File: config.mk
export PLATFORM = sky130hd
export DESIGN_NAME = icos_emit_flat
export DESIGN_NICKNAME = d
export VERILOG_FILES = /design/src/hw/rtl/icos_pkg.sv /design/src/hw/rtl/icos_if.sv /design/src/hw/rtl/icos_emit.sv /design/src/flat_wrapper.sv
export SDC_FILE = /design/constraint.sdc
export NUM_CORES = 1
export LEC_CHECK = 0
export BUFFER_PORTS_ARGS = -buffer_cell sky130_fd_sc_hd__buf_2
export CAP_MARGIN = 10
export CORE_UTILIZATION = 40
export CTS_CLUSTER_DIAMETER = 120
export DETAILED_ROUTE_END_ITERATION = 10
export PLACE_DENSITY = 0.65
export SLEW_MARGIN = 20
export SYNTH_ARGS = -nofsm -noshare
export SYNTH_HDL_FRONTEND = slang
export SYNTH_SLANG_ARGS = --single-unit
File: constraint.sdc
create_clock -name clk_i -period 13.94 [get_ports clk_i]
set_input_delay 2.788 -clock clk_i [delete_from_list [all_inputs] [get_ports clk_i]]
set_output_delay 2.788 -clock clk_i [all_outputs]
set_load 0.1 [all_outputs]
File: src/hw/rtl/icos_pkg.sv
// ----------------------------------------------------------------------------
// icos_pkg
// Shared widths, types and codes of the icosphere triangle subdivider.
// ----------------------------------------------------------------------------
package icos_pkg;

  localparam int CoordW    = 16;
  localparam int MagW      = CoordW + 1;
  localparam int LenW      = 2 * MagW;
  localparam int FracShift = 28;
  localparam int RadW      = LenW + FracShift;
  localparam int SqrtSteps = RadW / 2;
  localparam int RootW     = SqrtSteps;
  localparam int SqRemW    = RootW + 3;
  localparam int QuotW     = 16;
  localparam int NumW      = MagW + FracShift + 1;
  localparam int DivRemW   = RootW + 1;
  localparam int NormLat   = 2 + SqrtSteps + 1 + QuotW + 1;

  typedef logic signed [CoordW-1:0] coord_t;
  typedef logic [MagW-1:0] mag_t;
  typedef logic [QuotW-1:0] quot_t;

  typedef struct packed {
    coord_t z;
    coord_t y;
    coord_t x;
  } vec_t;

  typedef struct packed {
    vec_t c;
    vec_t b;
    vec_t a;
  } tri_t;

  typedef struct packed {
    mag_t [2:0] mag;
    logic [2:0] neg;
    logic       zero;
  } norm_side_t;

  typedef enum logic [1:0] {
    PieceEdgeB   = 2'd0,
    PieceCornerA = 2'd1,
    PieceCornerC = 2'd2,
    PieceCenter  = 2'd3
  } piece_e;

endpackage

File: src/hw/rtl/icos_if.sv


interface icos_out_if;
  import icos_pkg::*;

  logic       valid;
  logic       ready;
  coord_t     p_x;
  coord_t     p_y;
  coord_t     p_z;
  coord_t     q_x;
  coord_t     q_y;
  coord_t     q_z;
  coord_t     r_x;
  coord_t     r_y;
  coord_t     r_z;
  logic [1:0] piece;
  logic       last_piece;

  modport source (
    output valid, p_x, p_y, p_z, q_x, q_y, q_z, r_x, r_y, r_z, piece, last_piece,
    input  ready
  );
  modport sink (
    input  valid, p_x, p_y, p_z, q_x, q_y, q_z, r_x, r_y, r_z, piece, last_piece,
    output ready
  );
endinterface

File: src/hw/rtl/icos_emit.sv
// ----------------------------------------------------------------------------
// icos_emit
// Output stage: holds one subdivided triangle and sends its four pieces.
// ----------------------------------------------------------------------------
module icos_emit (
  input  logic           clk_i,
  input  logic           rst_ni,
  input  logic           valid_i,
  input  icos_pkg::tri_t tri_i,
  input  icos_pkg::vec_t mab_i,
  input  icos_pkg::vec_t mbc_i,
  input  icos_pkg::vec_t mca_i,
  output logic           take_o,
  icos_out_if.source     out_o
);
  import icos_pkg::*;

  logic   valid_q;
  piece_e piece_q;
  piece_e piece_d;
  tri_t   tri_q;
  vec_t   mab_q;
  vec_t   mbc_q;
  vec_t   mca_q;
  vec_t   p;
  vec_t   q;
  vec_t   r;
  logic   xfer;

  assign xfer   = valid_q && out_o.ready;
  assign take_o = !valid_q || (xfer && (piece_q == PieceCenter));

  always_comb begin
    piece_d = piece_q;
    if (take_o) begin
      piece_d = PieceEdgeB;
    end else if (xfer) begin
      case (piece_q)
        PieceEdgeB:   piece_d = PieceCornerA;
        PieceCornerA: piece_d = PieceCornerC;
        PieceCornerC: piece_d = PieceCenter;
        default:      piece_d = PieceEdgeB;
      endcase
    end
  end

  always_ff @(posedge clk_i or negedge rst_ni) begin
    if (!rst_ni) begin
      valid_q <= 1'b0;
      piece_q <= PieceEdgeB;
    end else begin
      piece_q <= piece_d;
      if (take_o) begin
        valid_q <= valid_i;
      end
    end
  end

  always_ff @(posedge clk_i) begin
    if (take_o) begin
      tri_q <= tri_i;
      mab_q <= mab_i;
      mbc_q <= mbc_i;
      mca_q <= mca_i;
    end
  end

  always_comb begin
    case (piece_q)
      PieceEdgeB: begin
        p = mab_q;   q = tri_q.b; r = mbc_q;
      end
      PieceCornerA: begin
        p = tri_q.a; q = mab_q;   r = mca_q;
      end
      PieceCornerC: begin
        p = tri_q.c; q = mca_q;   r = mbc_q;
      end
      default: begin
        p = mbc_q;   q = mca_q;   r = mab_q;
      end
    endcase
  end

  assign out_o.valid      = valid_q;
  assign out_o.p_x        = p.x;
  assign out_o.p_y        = p.y;
  assign out_o.p_z        = p.z;
  assign out_o.q_x        = q.x;
  assign out_o.q_y        = q.y;
  assign out_o.q_z        = q.z;
  assign out_o.r_x        = r.x;
  assign out_o.r_y        = r.y;
  assign out_o.r_z        = r.z;
  assign out_o.piece      = piece_q;
  assign out_o.last_piece = (piece_q == PieceCenter);

endmodule

File: src/flat_wrapper.sv
// flat-port wrapper written by rule: the top's interface ports become plain ports
module icos_emit_flat import icos_pkg::*;
  (clk_i, rst_ni, valid_i, tri_i, mab_i, mbc_i, mca_i, take_o, out_o_valid, out_o_p_x, out_o_p_y, out_o_p_z, out_o_q_x, out_o_q_y, out_o_q_z, out_o_r_x, out_o_r_y, out_o_r_z, out_o_piece, out_o_last_piece, out_o_ready);
  icos_out_if out_o_i ();
  input  logic clk_i;
  input  logic rst_ni;
  input  logic valid_i;
  input  icos_pkg::tri_t tri_i;
  input  icos_pkg::vec_t mab_i;
  input  icos_pkg::vec_t mbc_i;
  input  icos_pkg::vec_t mca_i;
  output logic take_o;
  output wire logic [$bits(out_o_i.valid)-1:0] out_o_valid;
  output wire logic [$bits(out_o_i.p_x)-1:0] out_o_p_x;
  output wire logic [$bits(out_o_i.p_y)-1:0] out_o_p_y;
  output wire logic [$bits(out_o_i.p_z)-1:0] out_o_p_z;
  output wire logic [$bits(out_o_i.q_x)-1:0] out_o_q_x;
  output wire logic [$bits(out_o_i.q_y)-1:0] out_o_q_y;
  output wire logic [$bits(out_o_i.q_z)-1:0] out_o_q_z;
  output wire logic [$bits(out_o_i.r_x)-1:0] out_o_r_x;
  output wire logic [$bits(out_o_i.r_y)-1:0] out_o_r_y;
  output wire logic [$bits(out_o_i.r_z)-1:0] out_o_r_z;
  output wire logic [$bits(out_o_i.piece)-1:0] out_o_piece;
  output wire logic [$bits(out_o_i.last_piece)-1:0] out_o_last_piece;
  input wire logic [$bits(out_o_i.ready)-1:0] out_o_ready;
  assign out_o_valid = out_o_i.valid;
  assign out_o_p_x = out_o_i.p_x;
  assign out_o_p_y = out_o_i.p_y;
  assign out_o_p_z = out_o_i.p_z;
  assign out_o_q_x = out_o_i.q_x;
  assign out_o_q_y = out_o_i.q_y;
  assign out_o_q_z = out_o_i.q_z;
  assign out_o_r_x = out_o_i.r_x;
  assign out_o_r_y = out_o_i.r_y;
  assign out_o_r_z = out_o_i.r_z;
  assign out_o_piece = out_o_i.piece;
  assign out_o_last_piece = out_o_i.last_piece;
  assign out_o_i.ready = out_o_ready;
  icos_emit u_core (.clk_i(clk_i), .rst_ni(rst_ni), .valid_i(valid_i), .tri_i(tri_i), .mab_i(mab_i), .mbc_i(mbc_i), .mca_i(mca_i), .take_o(take_o), .out_o(out_o_i));
endmodule
==> summary.txt <==
Critical path
  – CP top delay family: buffers and inverters
  – Crit Reg-Reg Startpoint: u_core.out_o.piece[0]$_DFFE_PN0P_
  – R2r endpoint: u_core.tri_q[58]$_DFFE_PN_
  – Crit path DAT: 4.33 ns
  – Crit-path cells: inv_2 -> buf_4 -> ha_4 -> buf_4 -> a222oi_1 -> mux2i_1 -> buf_2
  – Critical Path Stages: 7
  – CP Capture Type: primary output
  – Max FO, Critical Path: 55
  – Worst Setup EP: out_o_p_x[10]
  – Beginning of the critical path: u_core.out_o.piece[0]$_DFFE_PN0P_
  – Most common cell on crit path: buf_4
  – Setup CP Type: register to primary output
  – Crit path required time: 11.15 ns
  – Max stage delay on crit path: 0.67 ns
  – Critical Path Start Type: register
  – Setup slack on the worst flop-to-flop path: 10.65 ns
  – CP Buf/Inv Count: 4
  – FF-to-FF path depth: 4
  – Slowest CP cell: buf_4

STA
  – Setup_tns: 0 ns
  – RSZ-0062 raised after global routing: no
  – Final max-slew violation count: 0
  – Fmax: 0.140 GHz
  – Skew final: 0.0239 ns
  – Min Tclk post-route: 7.12 ns
  – Setup violations, final: 0
  – Smallest hold slack: 0.578 ns
  – Fin crit share: 0.511
  – Final Hold Viols: 0
  – Final worst-path setup slack: 6.82 ns
  – Rel. slew slack: 0.291
  – Worst slew pin tran: 1.06 ns

Detailed routing
  – 1st-iter DRT viols: 774
  – Via density: 5.35
  – Post-route ant nets: 0
  – Vias: 9066
  – Drt pass-1 iters: 8
  – # DRC: 0
  – Post-Route WL: 35900 µm
  – Drt wl/cell: 21.2 µm

Clocking
  – Post-CTS sizing: 0
  – Cts hold-fix bufs: 0
  – Clk root buf: clkbuf_16
  – H-tree levels: 1
  – Clock buffer depth: 3
  – Clock insertion delay at the later pin of the skew report: 0.57 ns
  – CTS clock-pin slew for the worst setup and hold paths: 0.06 ns
  – Clock sinks: 291
  – Post-CTS Repair Setup Buffers: 0
  – CTS tree: done
  – Total CTS buffers: 31

Floorplan
  – Die Area: 30700 µm²
  – Die Width: 175 µm
  – # IOs: 441
  – Starting density of the core: 0.406
  – CORE AREA: 29600 µm²
  – Die Ht: 175 µm
  – Row count: 63

Logic synthesis
  – Post-synth top flop: edfxtp_1
  – Post-synthesis cell type count: 25
  – Top cells by area in the synthesized netlist: edfxtp_1 (72%), a222oi_1 (4.0%), mux2i_1 (4.0%)
  – Number of synthesized register bits: 291
  – Post-synth top area cell: edfxtp_1
  – Mapped Avg Cell Area: 14.0 µm²
  – Syn_nets: 1153
  – Area fraction in and, or, nand and nor cells after synthesis: 0.0540
  – Synth Area in Compound Gates: 0.131
  – Top-count cell post-synth: edfxtp_1
  – Synth warn: 0
  – Mapped Area: 12000 µm²
  – Asr flop ratio synth: 0.0103
  – Adder-Cell Fraction of Synth Area: 0.00520
  – Largest family of logic cells by synthesized area: compound AO/OA/AOI/OAI gates
  – XOR/XNOR share of the synthesized area: 0
  – Synth Instances: 856
  – List of most frequent post-synthesis cells: edfxtp_1 (288), nand2_1 (97), o21ai_0 (90), a21oi_1 (50), inv_1 (50)
  – Post-synth top area share: 0.719
  – EDFF count, synth: 288
  – Multiplexer share of the synthesized area: 0.0400
  – Seq/Total Area, Yosys: 0.726

Final layout
  – Layout cell share with drive strength beyond 1: 0.400
  – NumNets Final: 1571
  – Fillers: 2570
  – FF+latch area: 8720 µm²
  – Area Overhead vs Synth: 28.6%
  – Multi-input gate area: 2820 µm²
  – Finished Core Util: 0.522

Global route
  – Largest net degree at the start of global routing: 173
  – Global-route wire length before repair: 52200 µm
  – Initial antenna violation count: 11
  – GRT Util Overall: 0.225
  – Total congestion overflow: 0
  – Vias in the first global route: 9224

Job
  – Max_cap viols: 0

Hold path
  – Worst hold path type: register to register

Placement
  – Hpwl dp: 23400 µm
  – I/O Buffers: 440
  – RePlAce Congestion: 0.903
  – Place WS: 7.04 ns

Status
  – Status: finished, final reports clean
-- worst min path at each step --
| stage | start | to | slack (ns) | cells after the start |
|---|---|---|---|---|
| 2_1_floorplan | u_core.out_o.valid$_DFFE_PN0N_ | u_core.out_o.piece[1]$_DFFE_PN0P_ | 1.07 | 1 |
| 6_report | u_core.out_o.valid$_DFFE_PN0N_ | u_core.out_o.piece[1]$_DFFE_PN0P_ | 0.58 | 1 |
| 5_1_grt | u_core.out_o.valid$_DFFE_PN0N_ | u_core.out_o.piece[1]$_DFFE_PN0P_ | 0.62 | 1 |
| 3_3_place_gp | u_core.out_o.valid$_DFFE_PN0N_ | u_core.out_o.piece[0]$_DFFE_PN0P_ | 0.57 | 1 |
| 4_1_cts | u_core.out_o.valid$_DFFE_PN0N_ | u_core.out_o.piece[1]$_DFFE_PN0P_ | 0.59 | 1 |
| 3_5_place_dp | u_core.out_o.valid$_DFFE_PN0N_ | u_core.out_o.piece[1]$_DFFE_PN0P_ | 0.57 | 1 |
-- flip-flops by register name, summed over array words and instances (netlist names) --
register	flops
u_core.mca_q	48
u_core.out_o.valid	1
u_core.tri_q	144
u_core.mbc_q	48
u_core.out_o.piece	2
u_core.mab_q	48
-- cells by family after synthesis --
group | count (synthesis)
and+or+nand+nor | 154
AOI/OAI and AO/OA | 243
muxes | 48
DFF | 291
adders and majority gates | 5
buffers and inverters | 115
-- cell usage in the layout (no fill, tap or decap), types with 29 or more instances in the layout --
cell type / synthesis / layout
nor2_1: 29 / 29
a222oi_1: 48 / 48
inv_1: 50 / 49
o21ai_0: 90 / 90
mux2i_1: 48 / 48
nand2_1: 97 / 96
clkbuf_16: 0 / 31
edfxtp_1: 288 / 288
a21oi_1: 50 / 50
a22oi_1: 47 / 47
buf_2: 28 / 440
-- worst register-to-register path, delay by kind of cell (launching register included) --
kind	cells	cell delay (ns)
buf+inv	1	0.91
fa+ha+maj	1	0.78
simple gates	2	0.72
flops	1	0.50
-- cell type report --
class	instances	share of cell area
flip-flops and latches	291	0.564
multi-input cells	450	0.182
repair buffers	449	0.148
clock buffers	36	0.0514
well taps	390	0.0316
inverters	51	0.0125
clock inverters	21	0.00971
diodes	6	0.000971
-- routing by layer --
| layer | GRT usage | part of all wire |
|---|---|---|
| met5 | 0 | 0.0020 |
| met4 | 0.0899 | 0.035 |
| met3 | 0.0712 | 0.11 |
| met2 | 0.383 | 0.48 |
| met1 | 0.262 | 0.37 |
-- stage by stage --
stage          cells  area, µm²
5_1_grt         1692      15500
2_1_floorplan    856      12000
3_3_place_gp    1631      14500
4_1_cts         1688      15400
6_report        1694      15500
3_5_place_dp    1631      14500
Power is not shown: default switching activity piles up to over one toggle a cycle in this logic, so the estimate is an artifact.
